[src/assert_macros.svh]
// Assertion macros shared by the text scroller RTL.
`ifndef ASSERT_MACROS_SVH
`define ASSERT_MACROS_SVH

// Clocked property check, disabled while reset is asserted.
`define TSCG_ASSERT(lbl, clk, rst_n, prop) \
  lbl: assert property (@(posedge clk) disable iff (!rst_n) prop) \
    else $error("tscg assertion failed");

// Condition that must never be true.
`define TSCG_ASSERT_NEVER(lbl, clk, rst_n, expr) `TSCG_ASSERT(lbl, clk, rst_n, !(expr))

`endif

[src/tscg_pkg.sv]
// Types, constants, font ROM and wave table of the text scroll column generator.
package tscg_pkg;

  localparam int unsigned MAX_MODULES   = 8;
  localparam int unsigned MAX_CHARS_DEF = 64;

  localparam int unsigned CHAR_W     = 7;
  localparam int unsigned POS_W      = 11;
  localparam int unsigned TW_W       = 9;
  localparam int unsigned IDX_W      = 7;
  localparam int unsigned COLX_W     = 6;
  localparam int unsigned CFG_IDX_W  = 2;
  localparam int unsigned CFG_DATA_W = 16;

  localparam int unsigned QUEUE_DEPTH = 2;
  localparam int unsigned QAW         = $clog2(QUEUE_DEPTH);

  localparam logic [9:0] RECIP_6     = 10'd683;
  localparam int unsigned RECIP_SHIFT = 12;

  localparam logic [1:0] KIND_ARM    = 2'd0;
  localparam logic [1:0] KIND_APPEND = 2'd1;
  localparam logic [1:0] KIND_TICK   = 2'd2;

  localparam logic [1:0] MODE_GAP  = 2'd0;
  localparam logic [1:0] MODE_WRAP = 2'd1;
  localparam logic [1:0] MODE_EXIT = 2'd2;

  localparam logic [CFG_IDX_W-1:0] CFG_LOOP_MODE       = 2'd0;
  localparam logic [CFG_IDX_W-1:0] CFG_WAVE_ENABLE     = 2'd1;
  localparam logic [CFG_IDX_W-1:0] CFG_REPEAT_LIMIT    = 2'd2;
  localparam logic [CFG_IDX_W-1:0] CFG_DISPLAY_MODULES = 2'd3;

  localparam logic [3:0] DMOD_RESET = 4'd8;
  localparam logic [2:0] COL_BLANK  = 3'd5;

  typedef struct packed {
    logic [1:0] kind;
    logic [7:0] char_code;
  } req_t;

  typedef struct packed {
    logic [7:0]        column_bits;
    logic [COLX_W-1:0] column_index;
    logic              last;
    logic              stopped;
  } res_t;

  typedef struct packed {
    logic                    stop;
    logic                    wrap;
    logic                    wave_en;
    logic [3:0]              phase;
    logic [COLX_W-1:0]       last_col;
    logic [TW_W-1:0]         tw;
    logic signed [POS_W-1:0] t0;
  } job_t;

  function automatic int unsigned addr_w(int unsigned n);
    return (n > 1) ? $clog2(n) : 1;
  endfunction

  function automatic logic [7:0] font_col(logic [CHAR_W-1:0] code, logic [2:0] col);
    logic [39:0] row;
    case (code)
      7'h20: row = 40'h0000000000;
      7'h21: row = 40'h00005F0000;
      7'h22: row = 40'h0007000700;
      7'h23: row = 40'h147F147F14;
      7'h24: row = 40'h242A7F2A12;
      7'h25: row = 40'h2313086462;
      7'h26: row = 40'h3649552250;
      7'h27: row = 40'h0005030000;
      7'h28: row = 40'h001C224100;
      7'h29: row = 40'h0041221C00;
      7'h2A: row = 40'h14083E0814;
      7'h2B: row = 40'h08083E0808;
      7'h2C: row = 40'h0050300000;
      7'h2D: row = 40'h0808080808;
      7'h2E: row = 40'h0060600000;
      7'h2F: row = 40'h2010080402;
      7'h30: row = 40'h3E5149453E;
      7'h31: row = 40'h00427F4000;
      7'h32: row = 40'h4261514946;
      7'h33: row = 40'h2141454B31;
      7'h34: row = 40'h1814127F10;
      7'h35: row = 40'h2745454539;
      7'h36: row = 40'h3C4A494930;
      7'h37: row = 40'h0171090503;
      7'h38: row = 40'h3649494936;
      7'h39: row = 40'h064949291E;
      7'h3A: row = 40'h0036360000;
      7'h3B: row = 40'h0056360000;
      7'h3C: row = 40'h0814224100;
      7'h3D: row = 40'h1414141414;
      7'h3E: row = 40'h0041221408;
      7'h3F: row = 40'h0201510906;
      7'h40: row = 40'h324979413E;
      7'h41: row = 40'h7C1211127C;
      7'h42: row = 40'h7F49494936;
      7'h43: row = 40'h3E41414122;
      7'h44: row = 40'h7F4141221C;
      7'h45: row = 40'h7F49494941;
      7'h46: row = 40'h7F09090901;
      7'h47: row = 40'h3E4149497A;
      7'h48: row = 40'h7F0808087F;
      7'h49: row = 40'h00417F4100;
      7'h4A: row = 40'h2040413F01;
      7'h4B: row = 40'h7F08142241;
      7'h4C: row = 40'h7F40404040;
      7'h4D: row = 40'h7F020C027F;
      7'h4E: row = 40'h7F0408107F;
      7'h4F: row = 40'h3E4141413E;
      7'h50: row = 40'h7F09090906;
      7'h51: row = 40'h3E4151215E;
      7'h52: row = 40'h7F09192946;
      7'h53: row = 40'h4649494931;
      7'h54: row = 40'h01017F0101;
      7'h55: row = 40'h3F4040403F;
      7'h56: row = 40'h1F2040201F;
      7'h57: row = 40'h3F4038403F;
      7'h58: row = 40'h6314081463;
      7'h59: row = 40'h0708700807;
      7'h5A: row = 40'h6151494543;
      7'h5B: row = 40'h007F414100;
      7'h5C: row = 40'h0204081020;
      7'h5D: row = 40'h0041417F00;
      7'h5E: row = 40'h0402010204;
      7'h5F: row = 40'h4040404040;
      7'h60: row = 40'h0001020400;
      7'h7B: row = 40'h0008364100;
      7'h7C: row = 40'h00007F0000;
      7'h7D: row = 40'h0041360800;
      7'h7E: row = 40'h0804081008;
      default: row = 40'h0000000000;
    endcase
    case (col)
      3'd0: return row[39:32];
      3'd1: return row[31:24];
      3'd2: return row[23:16];
      3'd3: return row[15:8];
      3'd4: return row[7:0];
      default: return 8'h00;
    endcase
  endfunction

  function automatic logic [7:0] wave_shift(logic [7:0] bits, logic [3:0] widx);
    case (widx[2:0]) inside
      3'd1, 3'd3: return bits << 1;
      3'd2:       return bits << 2;
      3'd5, 3'd7: return bits >> 1;
      3'd6:       return bits >> 2;
      default:    return bits;
    endcase
  endfunction

endpackage

[src/tscg_queue.sv]
// Short job queue between the request front end and the column generator.
`include "assert_macros.svh"

module tscg_queue (
  input  logic           clk_i,
  input  logic           rst_ni,
  input  logic           push_i,
  input  tscg_pkg::job_t job_i,
  output logic           full_o,
  input  logic           pop_i,
  output logic           valid_o,
  output tscg_pkg::job_t job_o,
  output logic           empty_o
);
  import tscg_pkg::*;

  job_t           mem_q [QUEUE_DEPTH];
  logic [QAW-1:0] wr_q, wr_d, rd_q, rd_d;
  logic [QAW:0]   cnt_q, cnt_d;

  always_comb begin
    full_o  = (cnt_q == (QAW+1)'(QUEUE_DEPTH));
    empty_o = (cnt_q == '0);
    valid_o = !empty_o;
    job_o   = mem_q[rd_q];
    wr_d    = push_i ? wr_q + 1'b1 : wr_q;
    rd_d    = pop_i ? rd_q + 1'b1 : rd_q;
    cnt_d   = cnt_q;
    if (push_i && !pop_i) begin
      cnt_d = cnt_q + 1'b1;
    end else if (pop_i && !push_i) begin
      cnt_d = cnt_q - 1'b1;
    end
  end

  always_ff @(posedge clk_i or negedge rst_ni) begin
    if (!rst_ni) begin
      wr_q  <= '0;
      rd_q  <= '0;
      cnt_q <= '0;
    end else begin
      wr_q  <= wr_d;
      rd_q  <= rd_d;
      cnt_q <= cnt_d;
    end
  end

  always_ff @(posedge clk_i) begin
    if (push_i) begin
      mem_q[wr_q] <= job_i;
    end
  end

  `TSCG_ASSERT_NEVER(a_push_full, clk_i, rst_ni, push_i && full_o)
  `TSCG_ASSERT_NEVER(a_pop_empty, clk_i, rst_ni, pop_i && empty_o)

endmodule

[config.mk]
export PLATFORM = sky130hd
export DESIGN_NAME = tscg_queue
export DESIGN_NICKNAME = d
export VERILOG_FILES = /design/src/tscg_pkg.sv /design/src/tscg_queue.sv
export VERILOG_INCLUDE_DIRS = /design/src /design/src/src
export SDC_FILE = /design/constraint.sdc
export NUM_CORES = 1
export LEC_CHECK = 0
export BUFFER_PORTS_ARGS = -buffer_cell sky130_fd_sc_hd__buf_2
export CAP_MARGIN = 25
export CORE_MARGIN = 3
export CORE_UTILIZATION = 43
export DETAILED_ROUTE_END_ITERATION = 8
export PLACE_DENSITY_LB_ADDON = 0.12
export SETUP_SLACK_MARGIN = 0.02
export SLEW_MARGIN = 25
export SYNTH_ARGS = -nofsm -noshare
export SYNTH_HDL_FRONTEND = slang
export SYNTH_SLANG_ARGS = --single-unit
[constraint.sdc]
create_clock -name clk_i -period 2.95 [get_ports clk_i]
set_clock_uncertainty 0.1 [all_clocks]
set_input_delay 0.295 -clock clk_i [delete_from_list [all_inputs] [get_ports clk_i]]
set_output_delay 0.295 -clock clk_i [all_outputs]
set_load 0.01 [all_outputs]
==> impl_metrics.py <==
metrics = {
    "min_path": {
        "whs_path_depth": 2,
        "holdPathEnd": "rd_q",
        "hold_path_startpoint": "pop_i",
        "min_path_type": "in -> reg",
    },
    "cells_and_area": {
        "final_common_cell": "buf_2",
        "finalNetCount": 241,
        "final_cells": 283,
        "diodes": 0,
        "nFillCells": 494,
        "final_cell_mix": "buf_2, edfxtp_1, mux2_4",
        "area_growth_pct": 24.19,
        "drive_gt1_share_pct": 61.06,
        "final_area_um2": 3386,
    },
    "floorplanning": {
        "core_area_um2": 6026,
        "io_pins": 73,
        "die_h_um": 85.63,
        "die_x_um": 85.63,
        "rows": 28,
        "start_util_pct": 45.25,
        "die_area_um2": 7332,
    },
    "timing": {
        "fmax_mhz": 473.1,
        "whs_ns": 0.04717,
        "setup_viol": 0,
        "period_share_pct": 71.65,
        "fin_ws_ns": 0.8362,
        "rsz0062_at_grt": "no",
        "worstMarginPinSlew_ns": 0.8127,
        "setup-tns-final_ns": 0,
        "slew_violations": 0,
        "max_slew_margin_pct": 45.82,
        "period_needed_ns": 2.114,
        "hold_viol": 0,
    },
    "status": {
        "outcome": "finished, final reports clean",
    },
    "cts": {
        "worstSkewPairLatency_ns": 0.33,
        "cts_sinks": 70,
        "clk_pin_slew_ns": 0.07,
        "clk_path_buf_depth": 2,
        "cts_resized": 0,
        "cts_tree": "yes",
        "cts_buffers": 9,
        "htree_levels": 3,
        "ctsRootBufferMaster": "clkbuf_8",
    },
    "yosys": {
        "netlist_instances": 120,
        "ys_seq_area_share_pct": 76.37,
        "synth_area_per_cell_um2": 22.72,
        "yosysWarnings": 0,
        "syn_area_um2": 2726,
        "synth-seq-cells": 70,
        "syn-num-nets": 158,
        "ys_types": 14,
    },
    "setup_path": {
        "crit_chain": "buf_4 > mux2_2 > buf_2",
        "worstSetupStartpointType": "flop",
        "rr_worst_depth": 1,
        "worstPathRequired_ns": 2.56,
        "r2r_start": "wr_q",
        "reg2reg_slack_ns": 1.34,
        "cp_slowest_cell": "dfrtp_2",
        "cp_num_buf_inv": 2,
        "crit_type": "reg -> out",
        "arrival_ns": 1.72,
        "cp-end-kind": "primary output",
        "path_delay_family": "flip-flops",
        "cp.depth": 3,
        "cp_max_fo": 12,
        "reg2reg_to": "mem_q[1][15]",
        "slowest_delay_ns": 0.58,
    },
    "detailed_routing": {
        "viasPerCell": 4.661,
        "firstDrtPassIters": 4,
        "drc": 0,
        "num_vias": 1319,
        "drt_iter0_drc": 56,
        "ant_nets": 0,
        "wire_per_inst_um": 15.46,
        "finalWirelength_mm": 4.375,
    },
    "placed_design": {
        "place_area_um2": 3142,
        "place_ws_ns": 1.166,
        "numPortBuffers": 72,
        "dp_cells": 266,
        "dp_hpwl_mm": 2.984,
        "place_congestion": 0.6628,
    },
    "power_and_ir_drop": {
        "p_leak_nw": 1.400,
        "peakVddDrop_uv": 482.7,
        "cellPowerDensity_nw_per_um2": 961.5,
    },
    "global_route": {
        "grt.total_usage_pct": 12.63,
        "overflow": 0,
        "first_global_vias": 1499,
        "grt_pass1_wl_mm": 6.844,
        "grt_start_max_net_pins": 34,
        "grt_antenna_before_repair": 0,
    },
    "flow_run": {
        "maxCapViolCount": 0,
    },
}
==> how the worst max path moves through the flow <==
stage,to,slack [ns],from
final,job_o[11],0.84,rd_q
after global routing,job_o[6],0.74,rd_q
after CTS,job_o[11],0.79,rd_q
after detailed placement,job_o[18],1.17,rd_q
after global placement,job_o[11],1.20,rd_q
after floorplan,mem_q[0][0],0.54,wr_q
==> layout make-up <==
cell class / instances / area, µm² / share of cell area [%]
sequential: 70 / 2083 / 61.53
multi-input combinational: 44 / 574.3 / 16.96
timing repair buffer: 76 / 392.9 / 11.60
clock buffer: 13 / 168.9 / 4.989
tap: 75 / 93.84 / 2.772
clock inverter: 3 / 65.06 / 1.922
inverter: 2 / 7.507 / 0.2217
==> kinds of logic (layout without fill, tap and decap cells) <==
group	count (synthesis)	in the layout	synth area share, %
flip-flops	70	70	76.37
multiplexers	33	33	17.62
buffers and inverters	6	94	2.891
XOR/XNOR	5	5	1.606
AND/OR/NAND/NOR	5	5	1.056
adder cells (fa/ha/maj)	1	1	0.4589
==> cells in the mapped netlist, drive strengths merged <==
| cell type | n | share of area [%] |
|---|---|---|
| ha | 1 | 0.46 |
| nor2 | 1 | 0.14 |
| inv | 2 | 0.28 |
| mux2 | 33 | 18 |
| buf | 4 | 2.6 |
| edfxtp | 66 | 73 |
| nor2b | 2 | 0.46 |
| xor2 | 4 | 1.3 |
| and2 | 1 | 0.23 |
| or2 | 1 | 0.23 |
| dfrtp | 4 | 3.7 |
| xnor2 | 1 | 0.32 |
==> power breakdown <==
group	internal, W	switching [W]
Clock	0.000544	0.000317
Combinational	0.000518	0.000447
Sequential	0.00133	0.000102
Total	0.00239	0.000867
==> stage by stage <==
stage                     util (%)  total power (W)
after floorplan                  -         0.002184
after global placement       52.14         0.002407
after detailed placement     52.14         0.002437
after CTS                    56.19         0.003313
after global routing         56.19         0.003420
final                        56.19         0.003255
==> state kept, by name, summed over array words and instances (netlist names) <==
name	cells
wr_q	1
cnt_q	2
rd_q	1
mem_q	66
==> routing by layer <==
| metal | vias up | track usage (%) | wire length, µm |
|---|---|---|---|
| met5 | - | 0 | 0 |
| met4 | 0 | 8.777 | 120 |
| met3 | 10 | 4.035 | 326 |
| met2 | 45 | 21.75 | 2359 |
| met1 | 637 | 12.97 | 1569 |
| li1 | 627 | - | - |
==> what timing repair did <==
action | 4_1_cts | 5_1_grt
hold buffers | 1 | 0
endpoints found under the setup margin | 0 | 0
setup buffers | 0 | 0
endpoints found under the hold margin | 4 | 0
Power figures use the tool's default switching activity.
