==> config.mk <==
export PLATFORM = sky130hd
export DESIGN_NAME = tscg_ram
export DESIGN_NICKNAME = d
export VERILOG_FILES = /design/src/assert_macros.svh /design/src/tscg_pkg.sv /design/src/tscg_ram.sv
export SDC_FILE = /design/constraint.sdc
export NUM_CORES = 1
export LEC_CHECK = 0
export BUFFER_PORTS_ARGS = -buffer_cell sky130_fd_sc_hd__buf_2
export CORE_MARGIN = 2
export CORE_UTILIZATION = 55
export CTS_CLUSTER_SIZE = 10
export DETAILED_ROUTE_END_ITERATION = 7
export PLACE_DENSITY = 0.71
export SYNTH_ARGS = -nofsm -noshare
export SYNTH_HDL_FRONTEND = slang
export SYNTH_SLANG_ARGS = --single-unit
==> constraint.sdc <==
create_clock -name clk_i -period 3.55 [get_ports clk_i]
set_input_delay 0.355 -clock clk_i [delete_from_list [all_inputs] [get_ports clk_i]]
set_output_delay 0.355 -clock clk_i [all_outputs]
set_load 0.05 [all_outputs]
==> src/assert_macros.svh <==
// Assertion macros shared by the text scroller RTL.
`ifndef ASSERT_MACROS_SVH
`define ASSERT_MACROS_SVH

// Clocked property check, disabled while reset is asserted.
`define TSCG_ASSERT(lbl, clk, rst_n, prop) \
  lbl: assert property (@(posedge clk) disable iff (!rst_n) prop) \
    else $error("tscg assertion failed");

// Condition that must never be true.
`define TSCG_ASSERT_NEVER(lbl, clk, rst_n, expr) `TSCG_ASSERT(lbl, clk, rst_n, !(expr))

`endif

==> src/tscg_pkg.sv <==
// Types, constants, font ROM and wave table of the text scroll column generator.
package tscg_pkg;

  localparam int unsigned MAX_MODULES   = 8;
  localparam int unsigned MAX_CHARS_DEF = 64;

  localparam int unsigned CHAR_W     = 7;
  localparam int unsigned POS_W      = 11;
  localparam int unsigned TW_W       = 9;
  localparam int unsigned IDX_W      = 7;
  localparam int unsigned COLX_W     = 6;
  localparam int unsigned CFG_IDX_W  = 2;
  localparam int unsigned CFG_DATA_W = 16;

  localparam int unsigned QUEUE_DEPTH = 2;
  localparam int unsigned QAW         = $clog2(QUEUE_DEPTH);

  localparam logic [9:0] RECIP_6     = 10'd683;
  localparam int unsigned RECIP_SHIFT = 12;

  localparam logic [1:0] KIND_ARM    = 2'd0;
  localparam logic [1:0] KIND_APPEND = 2'd1;
  localparam logic [1:0] KIND_TICK   = 2'd2;

  localparam logic [1:0] MODE_GAP  = 2'd0;
  localparam logic [1:0] MODE_WRAP = 2'd1;
  localparam logic [1:0] MODE_EXIT = 2'd2;

  localparam logic [CFG_IDX_W-1:0] CFG_LOOP_MODE       = 2'd0;
  localparam logic [CFG_IDX_W-1:0] CFG_WAVE_ENABLE     = 2'd1;
  localparam logic [CFG_IDX_W-1:0] CFG_REPEAT_LIMIT    = 2'd2;
  localparam logic [CFG_IDX_W-1:0] CFG_DISPLAY_MODULES = 2'd3;

  localparam logic [3:0] DMOD_RESET = 4'd8;
  localparam logic [2:0] COL_BLANK  = 3'd5;

  typedef struct packed {
    logic [1:0] kind;
    logic [7:0] char_code;
  } req_t;

  typedef struct packed {
    logic [7:0]        column_bits;
    logic [COLX_W-1:0] column_index;
    logic              last;
    logic              stopped;
  } res_t;

  typedef struct packed {
    logic                    stop;
    logic                    wrap;
    logic                    wave_en;
    logic [3:0]              phase;
    logic [COLX_W-1:0]       last_col;
    logic [TW_W-1:0]         tw;
    logic signed [POS_W-1:0] t0;
  } job_t;

  function automatic int unsigned addr_w(int unsigned n);
    return (n > 1) ? $clog2(n) : 1;
  endfunction

  function automatic logic [7:0] font_col(logic [CHAR_W-1:0] code, logic [2:0] col);
    logic [39:0] row;
    case (code)
      7'h20: row = 40'h0000000000;
      7'h21: row = 40'h00005F0000;
      7'h22: row = 40'h0007000700;
      7'h23: row = 40'h147F147F14;
      7'h24: row = 40'h242A7F2A12;
      7'h25: row = 40'h2313086462;
      7'h26: row = 40'h3649552250;
      7'h27: row = 40'h0005030000;
      7'h28: row = 40'h001C224100;
      7'h29: row = 40'h0041221C00;
      7'h2A: row = 40'h14083E0814;
      7'h2B: row = 40'h08083E0808;
      7'h2C: row = 40'h0050300000;
      7'h2D: row = 40'h0808080808;
      7'h2E: row = 40'h0060600000;
      7'h2F: row = 40'h2010080402;
      7'h30: row = 40'h3E5149453E;
      7'h31: row = 40'h00427F4000;
      7'h32: row = 40'h4261514946;
      7'h33: row = 40'h2141454B31;
      7'h34: row = 40'h1814127F10;
      7'h35: row = 40'h2745454539;
      7'h36: row = 40'h3C4A494930;
      7'h37: row = 40'h0171090503;
      7'h38: row = 40'h3649494936;
      7'h39: row = 40'h064949291E;
      7'h3A: row = 40'h0036360000;
      7'h3B: row = 40'h0056360000;
      7'h3C: row = 40'h0814224100;
      7'h3D: row = 40'h1414141414;
      7'h3E: row = 40'h0041221408;
      7'h3F: row = 40'h0201510906;
      7'h40: row = 40'h324979413E;
      7'h41: row = 40'h7C1211127C;
      7'h42: row = 40'h7F49494936;
      7'h43: row = 40'h3E41414122;
      7'h44: row = 40'h7F4141221C;
      7'h45: row = 40'h7F49494941;
      7'h46: row = 40'h7F09090901;
      7'h47: row = 40'h3E4149497A;
      7'h48: row = 40'h7F0808087F;
      7'h49: row = 40'h00417F4100;
      7'h4A: row = 40'h2040413F01;
      7'h4B: row = 40'h7F08142241;
      7'h4C: row = 40'h7F40404040;
      7'h4D: row = 40'h7F020C027F;
      7'h4E: row = 40'h7F0408107F;
      7'h4F: row = 40'h3E4141413E;
      7'h50: row = 40'h7F09090906;
      7'h51: row = 40'h3E4151215E;
      7'h52: row = 40'h7F09192946;
      7'h53: row = 40'h4649494931;
      7'h54: row = 40'h01017F0101;
      7'h55: row = 40'h3F4040403F;
      7'h56: row = 40'h1F2040201F;
      7'h57: row = 40'h3F4038403F;
      7'h58: row = 40'h6314081463;
      7'h59: row = 40'h0708700807;
      7'h5A: row = 40'h6151494543;
      7'h5B: row = 40'h007F414100;
      7'h5C: row = 40'h0204081020;
      7'h5D: row = 40'h0041417F00;
      7'h5E: row = 40'h0402010204;
      7'h5F: row = 40'h4040404040;
      7'h60: row = 40'h0001020400;
      7'h7B: row = 40'h0008364100;
      7'h7C: row = 40'h00007F0000;
      7'h7D: row = 40'h0041360800;
      7'h7E: row = 40'h0804081008;
      default: row = 40'h0000000000;
    endcase
    case (col)
      3'd0: return row[39:32];
      3'd1: return row[31:24];
      3'd2: return row[23:16];
      3'd3: return row[15:8];
      3'd4: return row[7:0];
      default: return 8'h00;
    endcase
  endfunction

  function automatic logic [7:0] wave_shift(logic [7:0] bits, logic [3:0] widx);
    case (widx[2:0]) inside
      3'd1, 3'd3: return bits << 1;
      3'd2:       return bits << 2;
      3'd5, 3'd7: return bits >> 1;
      3'd6:       return bits >> 2;
      default:    return bits;
    endcase
  endfunction

endpackage

==> src/tscg_ram.sv <==
// Generic single-write, single-read RAM with registered read data.
module tscg_ram #(
  parameter int unsigned WIDTH = 8,
  parameter int unsigned DEPTH = 64
) (
  input  logic                               clk_i,
  input  logic                               we_i,
  input  logic [tscg_pkg::addr_w(DEPTH)-1:0] waddr_i,
  input  logic [WIDTH-1:0]                   wdata_i,
  input  logic                               re_i,
  input  logic [tscg_pkg::addr_w(DEPTH)-1:0] raddr_i,
  output logic [WIDTH-1:0]                   rdata_o
);
  import tscg_pkg::*;

  logic [WIDTH-1:0] mem_q [DEPTH];

  always_ff @(posedge clk_i) begin
    if (we_i) begin
      mem_q[waddr_i] <= wdata_i;
    end
    if (re_i) begin
      rdata_o <= mem_q[raddr_i];
    end
  end

endmodule

==> results.yml, run 1 <==
sta:
  whs_ps: 155
  finalCriticalPeriod_ps: 2340
  slew_headroom_pct: 19.0
  rsz0062_at_grt: "no"
  hold_viol_final: 0
  post-route-period-util_pct: 65.8
  skew_ps: 12.6
  max_freq_mhz: 428
  setup_viol: 0
  fin_tns_setup_ps: 0
  slew_violations: 0
  max_slew.worst_pin.slew_ps: 1210
logic_synthesis:
  synth.top_cells.by_count: "edfxtp_1 (520), mux4_2 (126), nor2_1 (83)"
  synth_edf_count: 520
  synth.mux.area_fraction_pct: 15.9
  syn-instance-count: 940
  synthXorXnorAreaFrac_pct: 0
  ys_seq_elements: 520
  synth_area_leaders: "edfxtp_1 (77%), mux4_2 (14%), nor2_1 (1.5%)"
  syn_nets: 963
  synth_compound_area_share_pct: 2.06
  syn-cell-area_um2: 20200
  synth.most_common_cell: "edfxtp_1"
  synth_top_area_share_pct: 77.1
  yosysTopAreaCell: "edfxtp_1"
  avgSynthCellArea_um2: 21.5
  synth_cell_types: 39
  yosysSeqAreaShare_pct: 77.1
  synth_top_family_by_area: "multiplexers"
  yosysWarnings: 0
  synthFlopType: "edfxtp_1"
  synthAdderAreaFrac_pct: 0
  async_flop_share_pct: 0
  yosys.area_share.simple_pct: 3.37
critical_path:
  path_class: "reg2reg"
  endpoint_kind: "flop"
  cp.required_ps: 3850
  cp_data_arrival_time_ps: 2640
  path_max_fanout: 1
  worstSetupStartpointType: "flop"
clocking:
  ctsResizeCount: 0
  root_buffer: "clkbuf_16"
  cts_max_level: 2
  cts_made_buffers: 58
  clkSlewWorstSetupHoldPaths_ps: 50
  cts_setup_buffers: 0
  clock_latency_ps: 580
  clockBufferDepth: 3
  cts_hold_buf: 0
  cts_tree: "yes"
  cts_sinks: 520
detailed_routing:
  wl_per_cell_um: 29.1
  drtAntennaViolNets: 0
  drc: 0
  firstDrtPassIters: 5
  vias: 9646
  routed_wirelength_um: 43100
  drt_iter0_markers: 1115
  vias_per_cell: 6.50
placement:
  portBuffers: 30
  gp_congestion: 0.794
  placed_area_um2: 20900
  dp_hpwl_um: 26400
layout:
  final_area_um2: 22500
  fin_util_pct: 61.7
  fillers: 2489
  finalNetCount: 1030
  areaGrowthSynthToFinish_pct: 11.1
  register_area_um2: 15600
  drive_above_1_share_pct: 25.8
  multi_input_area_um2: 4320
outcome:
  status: "complete, no violations"
pwr:
  static-leakage-power_nw: 7.00
  powerDensity_nw_per_um2: 559
  max-vdd-ir-drop_uv: 387
job:
  maxCapViolations: 0
floorplan:
  core_um2: 36400
  dieArea_um2: 38400
  start_util_pct: 55.6
  rows: 70
  dieHeight_um: 196
  pin_count: 31
  die_x_um: 196
global_route:
  grtUsageTotal_pct: 23.3
  antenna_found_initial: 6
  grt_max_degree: 65
  grt_overflow: 0
  grt_pass1_vias: 9646
  grt_first_pass_wirelength_um: 64000
min_path:
  min-delay-path-class: "in2reg"
-- area by class of cell --
type | instances | share of cell area [%]
Antenna cell | 2 | 0.0222
Clock buffer | 64 | 6.84
Clock inverter | 2 | 0.0501
Multi-Input combinational cell | 369 | 19.2
Sequential cell | 520 | 69.4
Tap cell | 468 | 2.60
Timing Repair Buffer | 58 | 1.89
-- state kept, by name (all words and copies together) (netlist names) --
register  flops
mem_q       512
rdata_o       8
-- stage by stage --
stage	total power [mW]	cells	setup WS (ps)
detailed placement	7.60	1415	664
global placement	7.59	1415	714
floorplan	7.34	940	1390
CTS	12.7	1481	1230
global route	12.9	1481	1130
finish	12.6	1483	1210
-- worst max-delay path, stage by stage, from the launching register on --
cell and delay (ps):
edfxtp_1 350, mux4_2 480, mux2_2 300, a221oi_1 770
o2bb2ai_1 150
-- kinds of logic (layout without fill, tap and decap cells) --
| group | after synthesis | count (layout) |
|---|---|---|
| flops | 520 | 520 |
| mux | 162 | 162 |
| simple gates | 153 | 153 |
| compound gates | 54 | 54 |
| buf+inv | 51 | 124 |
| other cells | 0 | 2 |
-- per-layer routing --
metal  part of all wire, %  up-vias  track usage, %
li1                      -     4042               -
met1                    41     5055            33.9
met2                    47      467            35.4
met3                   9.6       74            6.15
met4                   2.3        8            6.93
met5                  0.11        -               0
-- worst paths after layout --
| check | from | endpoint | slack [ps] | depth (start not counted) |
|---|---|---|---|---|
| worst max-delay path | mem_q[47][2]$_DFFE_PP_ | rdata_o[2]$_DFFE_PP_ | 1210 | 4 |
| worst min-delay path | re_i | rdata_o[6]$_DFFE_PP_ | 160 | 1 |
| worst max register to register | mem_q[47][2]$_DFFE_PP_ | rdata_o[2]$_DFFE_PP_ | 1210 | 4 |
| worst min register to register | mem_q[4][7]$_DFFE_PP_ | rdata_o[7]$_DFFE_PP_ | 930 | 4 |
-- power breakdown --
part	internal, mW	total (mW)	leakage (nW)	switching, mW
registers	6.82	6.84	4.69	0.0188
clock network	2.99	5.10	0.757	2.11
logic	0.236	0.641	1.56	0.405
total	10.0	12.6	7.00	2.53
-- placed cells by master, fill, tap and decap left out, drive strengths merged, types with 3 or more instances in the layout --
cell,count
edfxtp,520
mux4,126
nor2,83
clkbuf,65
buf,57
mux2i,23
nand2,19
nor2b,14
mux2,13
nand3,13
o221ai,8
o22ai,8
nand2b,7
nor3,7
a221oi,6
a211oi,4
o21ai,4
nand3b,3
a21oi,3
a22oi,3
o2111ai,3
o2bb2ai,3
No activity file was read; power rests on OpenSTA's default activity.
==> inputs of run 2 (changes only) <==
Clock period 3.55 ns to 2.25 ns, I/O delays scaled along.
==> results.yml, run 2 (synthesis gave the netlist of run 1 again) <==
outcome:
  status: "complete, no violations"
floorplan:
  core_um2: 36400
  dieHeight_um: 196
  dieArea_um2: 38400
  start_util_pct: 55.6
  rows: 70
  pin_count: 31
  die_x_um: 196
sta:
  setup_viol: 0
  slew_violations: 0
  max_freq_mhz: 463
  post-route-period-util_pct: 95.9
  finalCriticalPeriod_ps: 2160
  hold_viol_final: 0
  slew_headroom_pct: 22.4
  skew_ps: 27.2
  max_slew.worst_pin.slew_ps: 1160
  rsz0062_at_grt: "no"
detailed_routing:
  drt_iter0_markers: 1090
  vias_per_cell: 6.31
  wl_per_cell_um: 27.8
  firstDrtPassIters: 5
  routed_wirelength_um: 44100
  vias: 10023
  drc: 0
  drtAntennaViolNets: 0
clocking:
  cts_sinks: 520
  cts_made_buffers: 58
  root_buffer: "clkbuf_16"
  cts_tree: "yes"
  clockBufferDepth: 3
  clkSlewWorstSetupHoldPaths_ps: 50
  cts_max_level: 2
  cts_setup_buffers: 0
  clock_latency_ps: 600
layout:
  drive_above_1_share_pct: 32.5
  final_area_um2: 23400
  largest_reg_flops: 512
  final_common_cell: "edfxtp_1"
  top_regs: "mem_q (512), rdata_o (8)"
  fin_util_pct: 64.2
  layout_common_cells: "edfxtp_1 (520), mux4_2 (126), buf_4 (117)"
  finalNetCount: 1135
  regMostFlops: "mem_q"
  areaGrowthSynthToFinish_pct: 15.6
  register_area_um2: 15600
  multi_input_area_um2: 4320
  fillers: 2392
global_route:
  grt_max_degree: 65
  grt_pass1_vias: 10214
  grt_first_pass_wirelength_um: 66500
  grt_overflow: 0
  antenna_found_initial: 5
  grtUsageTotal_pct: 24.0
critical_path:
  cp_data_arrival_time_ps: 2470
  endpoint_kind: "flop"
  path_max_fanout: 1
  path_class: "reg2reg"
  r2r_setup_slack_ps: 90
  cp.required_ps: 2560
  worstSetupStartpointType: "flop"
placement:
  placed_area_um2: 21900
  gp_congestion: 0.802
  portBuffers: 30
  dp_hpwl_um: 27700
pwr:
  powerDensity_nw_per_um2: 846
  finalPower_mw: 19.8
  max-vdd-ir-drop_uv: 660
  static-leakage-power_nw: 7.59
min_path:
  min-delay-path-class: "in2reg"
job:
  maxCapViolations: 0
==> run 2: cell types whose count changed in the layout (fill, tap and decap cells not counted), sizes merged <==
cell / change
buf: +104
inv: +1
clkinv: +1
diode: -1
clkinvlp: -1
dlygate4sd3: +1
==> run 2: timing repair <==
item / CTS / global route
hold buffers: 1 / 0
endpoints found under the hold margin: 1 / 0
gates resized for setup: 0 / 0
==> run 2: area by class of cell <==
| class | instances | area share, % |
|---|---|---|
| Clock inverter | 3 | 0.0748 |
| Clock buffer | 64 | 6.39 |
| Sequential cell | 520 | 66.7 |
| Antenna cell | 1 | 0.0107 |
| Tap cell | 468 | 2.50 |
| Timing Repair Buffer | 163 | 5.88 |
| Multi-Input combinational cell | 369 | 18.4 |
==> run 2: layer usage <==
layer  part of all wire [%]  wire [um]  global-route usage [%]
met5                   0.12         52                       0
met4                    2.2        959                    6.79
met3                    8.0       3530                    5.12
met2                     49      21400                    38.0
met1                     41      18100                    34.5
==> run 2: worst paths after layout <==
kind / startpoint / to / cells after the start
worst max register to register: mem_q[20][4]$_DFFE_PP_ / rdata_o[4]$_DFFE_PP_ / 5
worst max-delay path: mem_q[20][4]$_DFFE_PP_ / rdata_o[4]$_DFFE_PP_ / 5
worst min-delay path: wdata_i[6] / mem_q[61][6]$_DFFE_PP_ / 1
worst min register to register: mem_q[18][1]$_DFFE_PP_ / rdata_o[1]$_DFFE_PP_ / 4
==> run 2: where the power goes <==
part	total [mW]	switching [mW]	internal (mW)
Combinational	1.11	0.658	0.453
Sequential	10.8	0.0253	10.8
Clock	7.90	3.31	4.60
==> run 2: worst max-delay path, stage by stage (launching register included) <==
cell and delay [ps]:
edfxtp_1 360, mux4_2 480, mux2_2 290, o221a_2 290, nor3_1 320, o32ai_1 140
==> run 2: metrics by stage <==
step	TNS, ps	hold slack [ps]	cells	setup WS [ps]
global route	0	176	1588	78.3
global placement	-1350	620	1519	-252
floorplan	0	324	940	219
finish	0	163	1588	92.2
detailed placement	-1460	616	1519	-236
CTS	0	142	1587	80.8
