===== src/assert_macros.svh =====
// Assertion macros shared by the text scroller RTL.
`ifndef ASSERT_MACROS_SVH
`define ASSERT_MACROS_SVH

// Clocked property check, disabled while reset is asserted.
`define TSCG_ASSERT(lbl, clk, rst_n, prop) \
  lbl: assert property (@(posedge clk) disable iff (!rst_n) prop) \
    else $error("tscg assertion failed");

// Condition that must never be true.
`define TSCG_ASSERT_NEVER(lbl, clk, rst_n, expr) `TSCG_ASSERT(lbl, clk, rst_n, !(expr))

`endif


===== src/tscg_pkg.sv =====
// Types, constants, font ROM and wave table of the text scroll column generator.
package tscg_pkg;

  localparam int unsigned MAX_MODULES   = 8;
  localparam int unsigned MAX_CHARS_DEF = 64;

  localparam int unsigned CHAR_W     = 7;
  localparam int unsigned POS_W      = 11;
  localparam int unsigned TW_W       = 9;
  localparam int unsigned IDX_W      = 7;
  localparam int unsigned COLX_W     = 6;
  localparam int unsigned CFG_IDX_W  = 2;
  localparam int unsigned CFG_DATA_W = 16;

  localparam int unsigned QUEUE_DEPTH = 2;
  localparam int unsigned QAW         = $clog2(QUEUE_DEPTH);

  localparam logic [9:0] RECIP_6     = 10'd683;
  localparam int unsigned RECIP_SHIFT = 12;

  localparam logic [1:0] KIND_ARM    = 2'd0;
  localparam logic [1:0] KIND_APPEND = 2'd1;
  localparam logic [1:0] KIND_TICK   = 2'd2;

  localparam logic [1:0] MODE_GAP  = 2'd0;
  localparam logic [1:0] MODE_WRAP = 2'd1;
  localparam logic [1:0] MODE_EXIT = 2'd2;

  localparam logic [CFG_IDX_W-1:0] CFG_LOOP_MODE       = 2'd0;
  localparam logic [CFG_IDX_W-1:0] CFG_WAVE_ENABLE     = 2'd1;
  localparam logic [CFG_IDX_W-1:0] CFG_REPEAT_LIMIT    = 2'd2;
  localparam logic [CFG_IDX_W-1:0] CFG_DISPLAY_MODULES = 2'd3;

  localparam logic [3:0] DMOD_RESET = 4'd8;
  localparam logic [2:0] COL_BLANK  = 3'd5;

  typedef struct packed {
    logic [1:0] kind;
    logic [7:0] char_code;
  } req_t;

  typedef struct packed {
    logic [7:0]        column_bits;
    logic [COLX_W-1:0] column_index;
    logic              last;
    logic              stopped;
  } res_t;

  typedef struct packed {
    logic                    stop;
    logic                    wrap;
    logic                    wave_en;
    logic [3:0]              phase;
    logic [COLX_W-1:0]       last_col;
    logic [TW_W-1:0]         tw;
    logic signed [POS_W-1:0] t0;
  } job_t;

  function automatic int unsigned addr_w(int unsigned n);
    return (n > 1) ? $clog2(n) : 1;
  endfunction

  function automatic logic [7:0] font_col(logic [CHAR_W-1:0] code, logic [2:0] col);
    logic [39:0] row;
    case (code)
      7'h20: row = 40'h0000000000;
      7'h21: row = 40'h00005F0000;
      7'h22: row = 40'h0007000700;
      7'h23: row = 40'h147F147F14;
      7'h24: row = 40'h242A7F2A12;
      7'h25: row = 40'h2313086462;
      7'h26: row = 40'h3649552250;
      7'h27: row = 40'h0005030000;
      7'h28: row = 40'h001C224100;
      7'h29: row = 40'h0041221C00;
      7'h2A: row = 40'h14083E0814;
      7'h2B: row = 40'h08083E0808;
      7'h2C: row = 40'h0050300000;
      7'h2D: row = 40'h0808080808;
      7'h2E: row = 40'h0060600000;
      7'h2F: row = 40'h2010080402;
      7'h30: row = 40'h3E5149453E;
      7'h31: row = 40'h00427F4000;
      7'h32: row = 40'h4261514946;
      7'h33: row = 40'h2141454B31;
      7'h34: row = 40'h1814127F10;
      7'h35: row = 40'h2745454539;
      7'h36: row = 40'h3C4A494930;
      7'h37: row = 40'h0171090503;
      7'h38: row = 40'h3649494936;
      7'h39: row = 40'h064949291E;
      7'h3A: row = 40'h0036360000;
      7'h3B: row = 40'h0056360000;
      7'h3C: row = 40'h0814224100;
      7'h3D: row = 40'h1414141414;
      7'h3E: row = 40'h0041221408;
      7'h3F: row = 40'h0201510906;
      7'h40: row = 40'h324979413E;
      7'h41: row = 40'h7C1211127C;
      7'h42: row = 40'h7F49494936;
      7'h43: row = 40'h3E41414122;
      7'h44: row = 40'h7F4141221C;
      7'h45: row = 40'h7F49494941;
      7'h46: row = 40'h7F09090901;
      7'h47: row = 40'h3E4149497A;
      7'h48: row = 40'h7F0808087F;
      7'h49: row = 40'h00417F4100;
      7'h4A: row = 40'h2040413F01;
      7'h4B: row = 40'h7F08142241;
      7'h4C: row = 40'h7F40404040;
      7'h4D: row = 40'h7F020C027F;
      7'h4E: row = 40'h7F0408107F;
      7'h4F: row = 40'h3E4141413E;
      7'h50: row = 40'h7F09090906;
      7'h51: row = 40'h3E4151215E;
      7'h52: row = 40'h7F09192946;
      7'h53: row = 40'h4649494931;
      7'h54: row = 40'h01017F0101;
      7'h55: row = 40'h3F4040403F;
      7'h56: row = 40'h1F2040201F;
      7'h57: row = 40'h3F4038403F;
      7'h58: row = 40'h6314081463;
      7'h59: row = 40'h0708700807;
      7'h5A: row = 40'h6151494543;
      7'h5B: row = 40'h007F414100;
      7'h5C: row = 40'h0204081020;
      7'h5D: row = 40'h0041417F00;
      7'h5E: row = 40'h0402010204;
      7'h5F: row = 40'h4040404040;
      7'h60: row = 40'h0001020400;
      7'h7B: row = 40'h0008364100;
      7'h7C: row = 40'h00007F0000;
      7'h7D: row = 40'h0041360800;
      7'h7E: row = 40'h0804081008;
      default: row = 40'h0000000000;
    endcase
    case (col)
      3'd0: return row[39:32];
      3'd1: return row[31:24];
      3'd2: return row[23:16];
      3'd3: return row[15:8];
      3'd4: return row[7:0];
      default: return 8'h00;
    endcase
  endfunction

  function automatic logic [7:0] wave_shift(logic [7:0] bits, logic [3:0] widx);
    case (widx[2:0]) inside
      3'd1, 3'd3: return bits << 1;
      3'd2:       return bits << 2;
      3'd5, 3'd7: return bits >> 1;
      3'd6:       return bits >> 2;
      default:    return bits;
    endcase
  endfunction

endpackage


===== src/tscg_front.sv =====
// Request front end: configuration, text store writes and scroll position control.
`include "assert_macros.svh"

module tscg_front #(
  parameter int unsigned MAX_CHARS = tscg_pkg::MAX_CHARS_DEF
) (
  input  logic                                   clk_i,
  input  logic                                   rst_ni,
  input  logic                                   in_valid_i,
  output logic                                   in_stall_o,
  input  tscg_pkg::req_t                         in_req_i,
  input  logic                                   cfg_valid_i,
  input  logic [tscg_pkg::CFG_IDX_W-1:0]         cfg_index_i,
  input  logic [tscg_pkg::CFG_DATA_W-1:0]        cfg_data_i,
  output logic                                   ram_we_o,
  output logic [tscg_pkg::addr_w(MAX_CHARS)-1:0] ram_waddr_o,
  output logic [tscg_pkg::CHAR_W-1:0]            ram_wdata_o,
  output logic                                   q_push_o,
  output tscg_pkg::job_t                         q_job_o,
  input  logic                                   q_full_i,
  input  logic                                   q_empty_i,
  input  logic                                   back_busy_i
);
  import tscg_pkg::*;

  localparam int unsigned AW    = addr_w(MAX_CHARS);
  localparam int unsigned LEN_W = $clog2(MAX_CHARS + 1);

  logic [1:0]              loop_mode_q, loop_mode_d;
  logic                    wave_en_q, wave_en_d;
  logic [15:0]             limit_q, limit_d;
  logic [3:0]              dmod_q, dmod_d;
  logic [LEN_W-1:0]        len_q, len_d;
  logic signed [POS_W-1:0] pos_q, pos_d;
  logic [3:0]              phase_q, phase_d;
  logic [15:0]             cnt_q, cnt_d;
  logic                    running_q, running_d;
  logic                    restart_q, restart_d;

  logic                    accept, tick_acc;
  logic [7:0]              up_char;
  logic [CHAR_W-1:0]       norm_char;
  logic [3:0]              modules;
  logic [6:0]              width;
  logic [TW_W-1:0]         tw;
  logic signed [POS_W-1:0] width_s, tw_s, ntw_s, pos_cur, pos_step, pos_new;
  logic [1:0]              mode;
  logic                    wrapped, stop;
  logic [15:0]             cnt_inc;

  always_comb begin
    in_stall_o = ((in_req_i.kind == KIND_TICK) && q_full_i) ||
                 ((in_req_i.kind == KIND_ARM) && (!q_empty_i || back_busy_i));
    accept   = in_valid_i && !in_stall_o;
    tick_acc = accept && (in_req_i.kind == KIND_TICK);

    up_char = in_req_i.char_code;
    if (up_char >= 8'h61 && up_char <= 8'h7A) begin
      up_char = up_char - 8'h20;
    end
    norm_char = (up_char < 8'h20 || up_char > 8'h7E) ? 7'h20 : up_char[CHAR_W-1:0];

    if (dmod_q == 4'd0) begin
      modules = 4'd1;
    end else if (dmod_q > 4'(MAX_MODULES)) begin
      modules = 4'(MAX_MODULES);
    end else begin
      modules = dmod_q;
    end
    width   = {modules, 3'b000};
    width_s = $signed({{(POS_W-7){1'b0}}, width});
    tw      = (TW_W'(len_q) << 2) + (TW_W'(len_q) << 1);
    tw_s    = $signed({{(POS_W-TW_W){1'b0}}, tw});
    ntw_s   = -tw_s;
    mode    = (loop_mode_q == MODE_WRAP || loop_mode_q == MODE_EXIT) ? loop_mode_q : MODE_GAP;

    pos_cur = pos_q;
    if (restart_q) begin
      unique case (mode)
        MODE_WRAP: pos_cur = '0;
        MODE_EXIT: pos_cur = ntw_s;
        default:   pos_cur = width_s;
      endcase
    end

    wrapped = 1'b0;
    unique case (mode)
      MODE_WRAP: begin
        pos_step = pos_cur - POS_W'(1);
        pos_new  = pos_step;
        if (pos_step <= ntw_s) begin
          pos_new = pos_step + tw_s;
          wrapped = 1'b1;
        end
      end
      MODE_EXIT: begin
        pos_step = pos_cur + POS_W'(1);
        pos_new  = pos_step;
        if (pos_step > width_s) begin
          pos_new = ntw_s;
          wrapped = 1'b1;
        end
      end
      default: begin
        pos_step = pos_cur - POS_W'(1);
        pos_new  = pos_step;
        if (pos_step < ntw_s) begin
          pos_new = width_s;
          wrapped = 1'b1;
        end
      end
    endcase

    cnt_inc = cnt_q + 16'd1;
    stop    = wrapped && (limit_q != 16'd0) && (cnt_inc >= limit_q);

    q_push_o          = tick_acc && running_q && (len_q != '0);
    q_job_o.stop      = stop;
    q_job_o.wrap      = (mode == MODE_WRAP);
    q_job_o.wave_en   = wave_en_q;
    q_job_o.phase     = phase_q;
    q_job_o.last_col  = COLX_W'(width - 7'd1);
    q_job_o.tw        = tw;
    q_job_o.t0        = -pos_cur;

    ram_we_o    = accept && (in_req_i.kind == KIND_APPEND) && (len_q < LEN_W'(MAX_CHARS));
    ram_waddr_o = len_q[AW-1:0];
    ram_wdata_o = norm_char;

    loop_mode_d = loop_mode_q;
    wave_en_d   = wave_en_q;
    limit_d     = limit_q;
    dmod_d      = dmod_q;
    if (cfg_valid_i) begin
      unique case (cfg_index_i)
        CFG_LOOP_MODE:       loop_mode_d = cfg_data_i[1:0];
        CFG_WAVE_ENABLE:     wave_en_d   = cfg_data_i[0];
        CFG_REPEAT_LIMIT:    limit_d     = cfg_data_i;
        CFG_DISPLAY_MODULES: dmod_d      = cfg_data_i[3:0];
        default:             ;
      endcase
    end

    len_d     = len_q;
    pos_d     = pos_q;
    phase_d   = phase_q;
    cnt_d     = cnt_q;
    running_d = running_q;
    restart_d = restart_q;
    if (accept) begin
      unique case (in_req_i.kind)
        KIND_ARM: begin
          len_d     = '0;
          running_d = 1'b1;
          restart_d = 1'b1;
          cnt_d     = '0;
        end
        KIND_APPEND: begin
          if (ram_we_o) begin
            len_d     = len_q + 1'b1;
            restart_d = 1'b1;
          end
        end
        KIND_TICK: begin
          if (q_push_o) begin
            pos_d     = pos_new;
            restart_d = 1'b0;
            if (wrapped && limit_q != 16'd0) begin
              cnt_d = cnt_inc;
            end
            if (stop) begin
              running_d = 1'b0;
              phase_d   = '0;
            end else begin
              phase_d = phase_q + 4'd1;
            end
          end else begin
            phase_d = '0;
          end
        end
        default: ;
      endcase
    end
  end

  always_ff @(posedge clk_i or negedge rst_ni) begin
    if (!rst_ni) begin
      loop_mode_q <= MODE_GAP;
      wave_en_q   <= 1'b0;
      limit_q     <= '0;
      dmod_q      <= DMOD_RESET;
      len_q       <= '0;
      pos_q       <= '0;
      phase_q     <= '0;
      cnt_q       <= '0;
      running_q   <= 1'b0;
      restart_q   <= 1'b0;
    end else begin
      loop_mode_q <= loop_mode_d;
      wave_en_q   <= wave_en_d;
      limit_q     <= limit_d;
      dmod_q      <= dmod_d;
      len_q       <= len_d;
      pos_q       <= pos_d;
      phase_q     <= phase_d;
      cnt_q       <= cnt_d;
      running_q   <= running_d;
      restart_q   <= restart_d;
    end
  end

  `TSCG_ASSERT(a_idle_phase, clk_i, rst_ni, !running_q |-> (phase_q == 4'd0))
  `TSCG_ASSERT(a_stop_on_tick, clk_i, rst_ni, $fell(running_q) |-> $past(tick_acc))

endmodule


===== config.mk =====
export PLATFORM = sky130hd
export DESIGN_NAME = tscg_front
export DESIGN_NICKNAME = d
export VERILOG_FILES = /design/src/tscg_pkg.sv /design/src/tscg_front.sv
export VERILOG_INCLUDE_DIRS = /design/src /design/src/src
export SDC_FILE = /design/constraint.sdc
export NUM_CORES = 1
export LEC_CHECK = 0
export BUFFER_PORTS_ARGS = -buffer_cell sky130_fd_sc_hd__buf_2
export CELL_PAD_IN_SITES_DETAIL_PLACEMENT = 1
export CELL_PAD_IN_SITES_GLOBAL_PLACEMENT = 1
export CORE_MARGIN = 5
export CORE_UTILIZATION = 45
export DETAILED_ROUTE_END_ITERATION = 10
export PLACE_DENSITY = 0.83
export REMOVE_ABC_BUFFERS = 1
export SYNTH_ARGS = -nofsm -noshare
export SYNTH_HDL_FRONTEND = slang
export SYNTH_SLANG_ARGS = --single-unit

===== constraint.sdc =====
create_clock -name clk_i -period 10.4 [get_ports clk_i]
set_input_delay 0.52 -clock clk_i [delete_from_list [all_inputs] [get_ports clk_i]]
set_output_delay 0.52 -clock clk_i [all_outputs]
set_load 0.05 [all_outputs]

==> load_flow_metrics.sql, run 1 <==
INSERT INTO impl_metrics (metric_group, metric, value, unit) VALUES
('placement', 'port-buffer-count', '79', ''),
('sta', 'setup-tns-final', '0', 'ns'),
('detailed_routing', 'via_per_inst', '5.745', ''),
('grt', 'grt_antenna_before_repair', '0', ''),
('synth', 'postSynthRegisterBits', '63', ''),
('detailed_routing', 'vias_post_dr', '5400', ''),
('clock_network', 'clk_pin_slew_worst_paths', '0.05', 'ns'),
('synth', 'post_synth_inst_count', '692', ''),
('detailed_routing', 'avgRoutedWirePerCell', '19.78', 'µm'),
('synth', 'synth_edf_count', '0', ''),
('detailed_routing', 'detail_route.first_pass.iterations', '4', ''),
('final_layout', 'insertedDiodeCount', '0', ''),
('detailed_routing', 'detail_route_antenna_nets', '0', ''),
('clock_network', 'clock_tree.buffer_depth', '2', ''),
('synth', 'synth.avg_cell_area', '8.594', 'µm²'),
('synth', 'yosys_most_used_dff', 'dfrtp_1', ''),
('outcome', 'status', 'finished clean', ''),
('detailed_routing', 'drtIter0Drc', '220', ''),
('die', 'floorplan.rows', '42', ''),
('critical_path', 'worst-path-max-fanout', '14', ''),
('final_layout', 'area_delta_synth_final', '13.97', '%'),
('synth', 'synth_common_cells', 'inv_1, dfrtp_1, ha_1', ''),
('die', 'fp.coreArea', '0.01309', 'mm²'),
('critical_path', 'arrival', '6.38', 'ns'),
('critical_path', 'timing.rr.start', 'len_q[0]', ''),
('synth', 'synth.lib_cells_used.distinct', '77', ''),
('detailed_routing', 'drc', '0', ''),
('critical_path', 'crit_path_start_kind', 'register', ''),
('die', 'die-height', '125.0', 'µm'),
('clock_network', 'clkLatencyLatePin', '0.34', 'ns'),
('die', 'die-width', '125.0', 'µm'),
('sta', 'layout_min_cycle_time', '6.899', 'ns'),
('clock_network', 'clock_tree.htree_level_count', '3', ''),
('synth', 'async_reset_ff_frac', '1.000', ''),
('final_layout', 'n_fill_cell', '1598', ''),
('grt', 'met1_usage', '0.2865', ''),
('grt', 'grt.busiest_layer', 'met2', ''),
('clock_network', 'cts-buffers-inserted', '9', ''),
('sta', 'finalHoldViolations', '0', ''),
('sta', 'unrepaired_setup_endpoints_after_global_routing', 'false', ''),
('grt', 'globalRouteOverflowTotal', '0', ''),
('sta', 'finalSetupViolations', '0', ''),
('grt', 'track_usage', '0.2357', ''),
('die', 'die_outline_area', '0.01562', 'mm²'),
('clock_network', 'cts-resized-gates', '0', ''),
('critical_path', 'rrSetupSlack', '4.02', 'ns'),
('sta', 'fmax', '145.0', 'MHz'),
('synth', 'seq_area_frac_synth', '0.2653', ''),
('final_layout', 'seqCellArea', '0.001578', 'mm²'),
('die', 'floorplan.io_pins', '84', ''),
('clock_network', 'post_cts_buffers', '0', ''),
('grt', 'grt_pass1_wl', '30350', 'µm'),
('synth', 'synth_area_leaders', 'dfrtp_1, ha_1, xnor2_1, mux2_2, inv_1', ''),
('final_layout', 'multi_input_area', '0.003959', 'mm²'),
('min_path', 'hold_path.class', 'in -> async', ''),
('detailed_routing', 'wl', '18600', 'µm'),
('clock_network', 'cts_num_sinks', '63', ''),
('final_layout', 'nNetsFinal', '852', ''),
('clock_network', 'cts_tree', 'built', ''),
('synth', 'yosys_warnings', '0', ''),
('sta', 'worst_slew_pin_slew', '0.9186', 'ns'),
('placement', 'post_dp_hpwl', '14310', 'µm'),
('die', 'floorplan.initialDensity', '0.4545', ''),
('grt', 'first_global_vias', '5865', ''),
('critical_path', 'critPathRequiredTime', '9.88', 'ns'),
('critical_path', 'launching_element_of_the_worst_setup_path', 'len_q[0]', ''),
('critical_path', 'setup.worst_path.end_class', 'output port', ''),
('grt', 'largest_net_degree_at_the_start_of_global_routing', '64', ''),
('grt', 'groute.layer.met3.usage', '0.04222', ''),
('clock_network', 'clock-root-buffer', 'clkbuf_16', ''),
('synth', 'synthesis.area', '0.005947', 'mm²'),
('sta', 'maxSlewViolCount', '0', ''),
('flow_run', 'reported_max_cap_violation_count', '0', ''),
('sta', 'finalCritPeriodShare', '0.6633', ''),
('synth', 'post-synth-top-area-cell', 'dfrtp_1', ''),
('sta', 'clock-skew-final', '0.01074', 'ns'),
('synth', 'synth.most_common_cell', 'inv_1', ''),
('grt', 'groute.layer.met2.usage', '0.4296', ''),
('synth', 'synth_largest_type_area_fraction', '0.2609', ''),
('critical_path', 'crit_type', 'reg -> out', ''),
('clock_network', 'post_cts_hold_buffer_count', '0', ''),
('sta', 'slew_headroom', '0.3829', ''),
('final_layout', 'drive_above_1_share', '0.1950', ''),
('placement', 'place.gp.congestion', '0.9297', '');
==> metal layers <==
metal  wire length (µm)  part of all wire
met4                310             0.017
met2               9589              0.52
met1               7943              0.43
met3                754             0.041
met5                  0                 0
==> cells in the final DEF (no fill, tap or decap), types with 9 or more instances in the layout <==
cell type,synthesis,layout
clkbuf_16,0,9
mux2_2,22,22
nor3_1,10,10
nand4_1,9,9
buf_2,4,79
o22ai_1,10,10
nor2_1,42,42
nand2b_1,25,25
xor2_1,14,14
dfrtp_1,62,62
nand2_1,50,50
ha_1,56,56
o21ai_0,32,32
inv_1,64,64
xnor2_1,34,34
o21ai_1,9,9
a21oi_1,33,33
nand3_1,25,25
==> per-stage QoR <==
step                      setup slack [ns]    util  cell area [µm²]  hold WS [ns]  instances
after floorplan                      2.631       -             5784        0.2244        664
after global placement               4.226  0.4920             6437        0.4678        924
after detailed placement             3.907  0.4920             6437        0.4667        924
after CTS                            3.521  0.5180             6778        0.3914        940
after global routing                 2.949  0.5180             6778        0.4193        940
final                                3.501  0.5180             6778        0.3577        940
==> state kept, by name, indices dropped and copies added, names as in the netlist <==
register and flops:
dmod_q 4, cnt_q 16, limit_q 16, running_q 1, restart_q 1, loop_mode_q 2, phase_q 4, len_q 7
wave_en_q 1, pos_q 11
==> critical path, cell delays in order, from the launching register on <==
cell and delay, ns:
dfrtp_1 0.63, ha_1 0.35, inv_1 0.08, fa_1 0.54
nor3b_1 0.32, xnor2_1 0.17, a21oi_1 0.38, nand3_1 0.21
a2111oi_2 0.50, nand3_1 0.16, xor2_1 0.38, inv_1 0.10
ha_1 0.30, o21ai_0 0.16, o211ai_1 0.15, nand2_1 0.13
or2_2 0.13, nand2_1 0.31, a211o_1 0.39, o31a_1 0.13
nor2_2 0.19, buf_2 0.31
==> layout make-up <==
class                      instances  share of cell area
multi-input combinational        535              0.5841
sequential                        63              0.2328
timing repair buffer              84             0.06387
clock buffer                      13             0.03692
inverter                          66             0.03655
tap                              176             0.03249
clock inverter                     3             0.01329
==> worst paths after layout <==
kind                       cells past startpoint     endpoint
setup / recovery                              21  q_job_o[32]
hold / removal                                 2     pos_q[7]
setup reg to reg                              23     cnt_q[1]
hold reg to reg                                1    running_q
max in group asynchronous                      2   limit_q[4]
min in group clk_i                             2   limit_q[6]
==> cells by family after synthesis <==
kind of cell / synth area share
buffers and inverters: 0.07027
other: 0.001263
and+or+nand+nor: 0.1988
AOI/OAI and AO/OA: 0.1976
adders and majority gates: 0.1279
xor gates and xnor gates: 0.08458
muxes: 0.05428
DFF: 0.2653
Power of run 1 is left out: the tool's default activity adds up to more than one toggle a clock period on the data nets, which glitch-free logic cannot reach.
==> run 2: changes to the inputs <==
--- a/config.mk
+++ b/config.mk
@@ -10,9 +10,9 @@
 export CELL_PAD_IN_SITES_DETAIL_PLACEMENT = 1
 export CELL_PAD_IN_SITES_GLOBAL_PLACEMENT = 1
 export CORE_MARGIN = 5
-export CORE_UTILIZATION = 45
+export CORE_UTILIZATION = 40
 export DETAILED_ROUTE_END_ITERATION = 10
-export PLACE_DENSITY = 0.83
+export PLACE_DENSITY = 0.78
 export REMOVE_ABC_BUFFERS = 1
 export SYNTH_ARGS = -nofsm -noshare
 export SYNTH_HDL_FRONTEND = slang
==> constraint.sdc (replaced) <==
create_clock -name clk_i -period 5.56 [get_ports clk_i]
set_input_delay 0.278 -clock clk_i [delete_from_list [all_inputs] [get_ports clk_i]]
set_output_delay 0.278 -clock clk_i [all_outputs]
set_load 0.05 [all_outputs]
==> load_flow_metrics.sql, run 2 (same netlist as run 1, synthesis figures left out) <==
INSERT INTO impl_metrics (metric_group, metric, value, unit) VALUES
('sta', 'fmax', '184.1', 'MHz'),
('die', 'die-height', '131.9', 'µm'),
('critical_path', 'setup.worst_path.end_class', 'output port', ''),
('clock_network', 'post_cts_hold_buffer_count', '0', ''),
('clock_network', 'clock_tree.htree_level_count', '3', ''),
('grt', 'largest_net_degree_at_the_start_of_global_routing', '64', ''),
('sta', 'worst_slew_pin_slew', '0.9990', 'ns'),
('detailed_routing', 'wl', '19470', 'µm'),
('critical_path', 'cpLargestDelayFamily', 'compound AO/OA/AOI/OAI gates', ''),
('clock_network', 'clkLatencyLatePin', '0.35', 'ns'),
('critical_path', 'worst-path-stages', '21', ''),
('sta', 'setup-tns-final', '0', 'ns'),
('detailed_routing', 'detail_route_antenna_nets', '0', ''),
('critical_path', 'crit_path_start_kind', 'register', ''),
('critical_path', 'rrSetupSlack', '0.45', 'ns'),
('final_layout', 'n_fill_cell', '1762', ''),
('min_path', 'hold_path.class', 'in -> async', ''),
('critical_path', 'arrival', '5.16', 'ns'),
('placement', 'detailed_place.area', '0.006613', 'mm²'),
('final_layout', 'drive_above_1_share', '0.2604', ''),
('die', 'floorplan.initialDensity', '0.4092', ''),
('detailed_routing', 'detail_route.first_pass.iterations', '5', ''),
('outcome', 'status', 'finished clean', ''),
('grt', 'grt_pass1_wl', '31640', 'µm'),
('clock_network', 'clock_tree.buffer_depth', '2', ''),
('detailed_routing', 'drc', '0', ''),
('final_layout', 'design_area', '0.007204', 'mm²'),
('die', 'fp.coreArea', '0.01453', 'mm²'),
('sta', 'maxSlewViolCount', '0', ''),
('placement', 'port-buffer-count', '79', ''),
('critical_path', 'worst-path-max-fanout', '7', ''),
('flow_run', 'reported_max_cap_violation_count', '0', ''),
('sta', 'finalSetupViolations', '0', ''),
('sta', 'finalHoldViolations', '0', ''),
('die', 'floorplan.io_pins', '84', ''),
('critical_path', 'worst_r2r_path_depth', '21', ''),
('die', 'floorplan.rows', '44', ''),
('clock_network', 'cts_num_sinks', '63', ''),
('detailed_routing', 'avgRoutedWirePerCell', '19.88', 'µm'),
('grt', 'track_usage', '0.2212', ''),
('sta', 'finalCritPeriodShare', '0.9772', ''),
('critical_path', 'critPathRequiredTime', '5.28', 'ns'),
('final_layout', 'largestRegisters', 'cnt_q: 16 flops, limit_q: 16 flops, pos_q: 11 flops', ''),
('critical_path', 'crit_type', 'reg -> out', ''),
('final_layout', 'final_common_cell', 'buf_2', ''),
('sta', 'clock-skew-final', '0.008533', 'ns'),
('final_layout', 'layout.cells.most_common_list', 'buf_2, inv_1, dfrtp_1', ''),
('final_layout', 'insertedDiodeCount', '0', ''),
('clock_network', 'clock-root-buffer', 'clkbuf_16', ''),
('clock_network', 'cts_tree', 'built', ''),
('critical_path', 'cpMaxStageDelayCell', 'dfrtp_1', ''),
('grt', 'grt_antenna_before_repair', '0', ''),
('sta', 'slew_headroom', '0.3289', ''),
('critical_path', 'critPathMaxStageDelay', '0.45', 'ns'),
('grt', 'first_global_vias', '5913', ''),
('detailed_routing', 'via_per_inst', '5.699', ''),
('die', 'die-width', '131.9', 'µm'),
('clock_network', 'cts-buffers-inserted', '9', ''),
('placement', 'place.gp.congestion', '1.030', ''),
('critical_path', 'timing.critical_path.cells', 'inv_1, fa_2, nand2b_2, a21oi_4, xor2_4, xor2_4, a2111oi_4, buf_4, nand3_1, xor2_1, inv_1, ha_1, o21ai_1, o211ai_1, nand2_1, or2_2, nand2_4, a211o_1, o31a_1, nor2_4, buf_4', ''),
('clock_network', 'clk_pin_slew_worst_paths', '0.06', 'ns'),
('detailed_routing', 'vias_post_dr', '5579', ''),
('final_layout', 'nNetsFinal', '883', ''),
('critical_path', 'worst_path_buf_inv', '4', ''),
('final_layout', 'area_delta_synth_final', '21.14', '%'),
('placement', 'post_dp_hpwl', '14880', 'µm'),
('detailed_routing', 'drtIter0Drc', '308', ''),
('grt', 'globalRouteOverflowTotal', '0', ''),
('die', 'die_outline_area', '0.01741', 'mm²'),
('sta', 'layout_min_cycle_time', '5.433', 'ns');
[run 2: cell count changes in the layout (fill, tap and decap cells not counted), moves of 3 or more]
cell / previous run / this run
clkinv_2: 0 / 3
buf_4: 5 / 35
a21oi_1: 33 / 28
ha_1: 56 / 53
a21oi_2: 1 / 5
[run 2: path summary, 6_finish.rpt]
check                                from     endpoint
setup / recovery                 len_q[2]  q_job_o[32]
setup reg to reg                 len_q[5]     pos_q[1]
hold / removal                     rst_ni     pos_q[7]
hold reg to reg                 running_q    running_q
max in group asynchronous          rst_ni     len_q[1]
min in group clk_i         cfg_data_i[12]  limit_q[12]
[run 2: stage by stage]
step           hold slack, ns  setup slack (ns)  utilization  cells
6_report              0.09194            0.1270       0.4957    979
2_1_floorplan        -0.01759            -2.209            -    664
4_1_cts                0.1465          0.002158       0.4820    973
5_1_grt                0.1629           -0.1030       0.4957    979
3_3_place_gp           0.4665            0.1963       0.4550    954
3_5_place_dp           0.4741           0.07359       0.4550    954
[run 2: cell type report]
cell class / count / area [µm²] / area share
multi-input cells: 536 / 4193 / 0.5820
flip-flops and latches: 63 / 1579 / 0.2192
repair buffers: 114 / 664.4 / 0.09222
inverters: 66 / 247.7 / 0.03439
well taps: 184 / 230.2 / 0.03196
clock buffers: 10 / 229.0 / 0.03178
clock inverters: 6 / 61.31 / 0.008510
[run 2: per-layer routing]
metal | vias up | GRT usage | part of all wire
li1 | 2635 | - | -
met2 | 147 | 0.3832 | 0.50
met5 | - | 0 | 0
met4 | 0 | 0.06971 | 0.024
met3 | 36 | 0.03092 | 0.044
met1 | 2761 | 0.2844 | 0.43
[run 2: what timing repair did]
item	CTS	global route
cloned	1	0
endpoints found under the setup margin	1	7
pin swaps	2	9
gates resized for setup	12	30
buffers inserted	2	6
Power of run 2 is left out for the same reason.
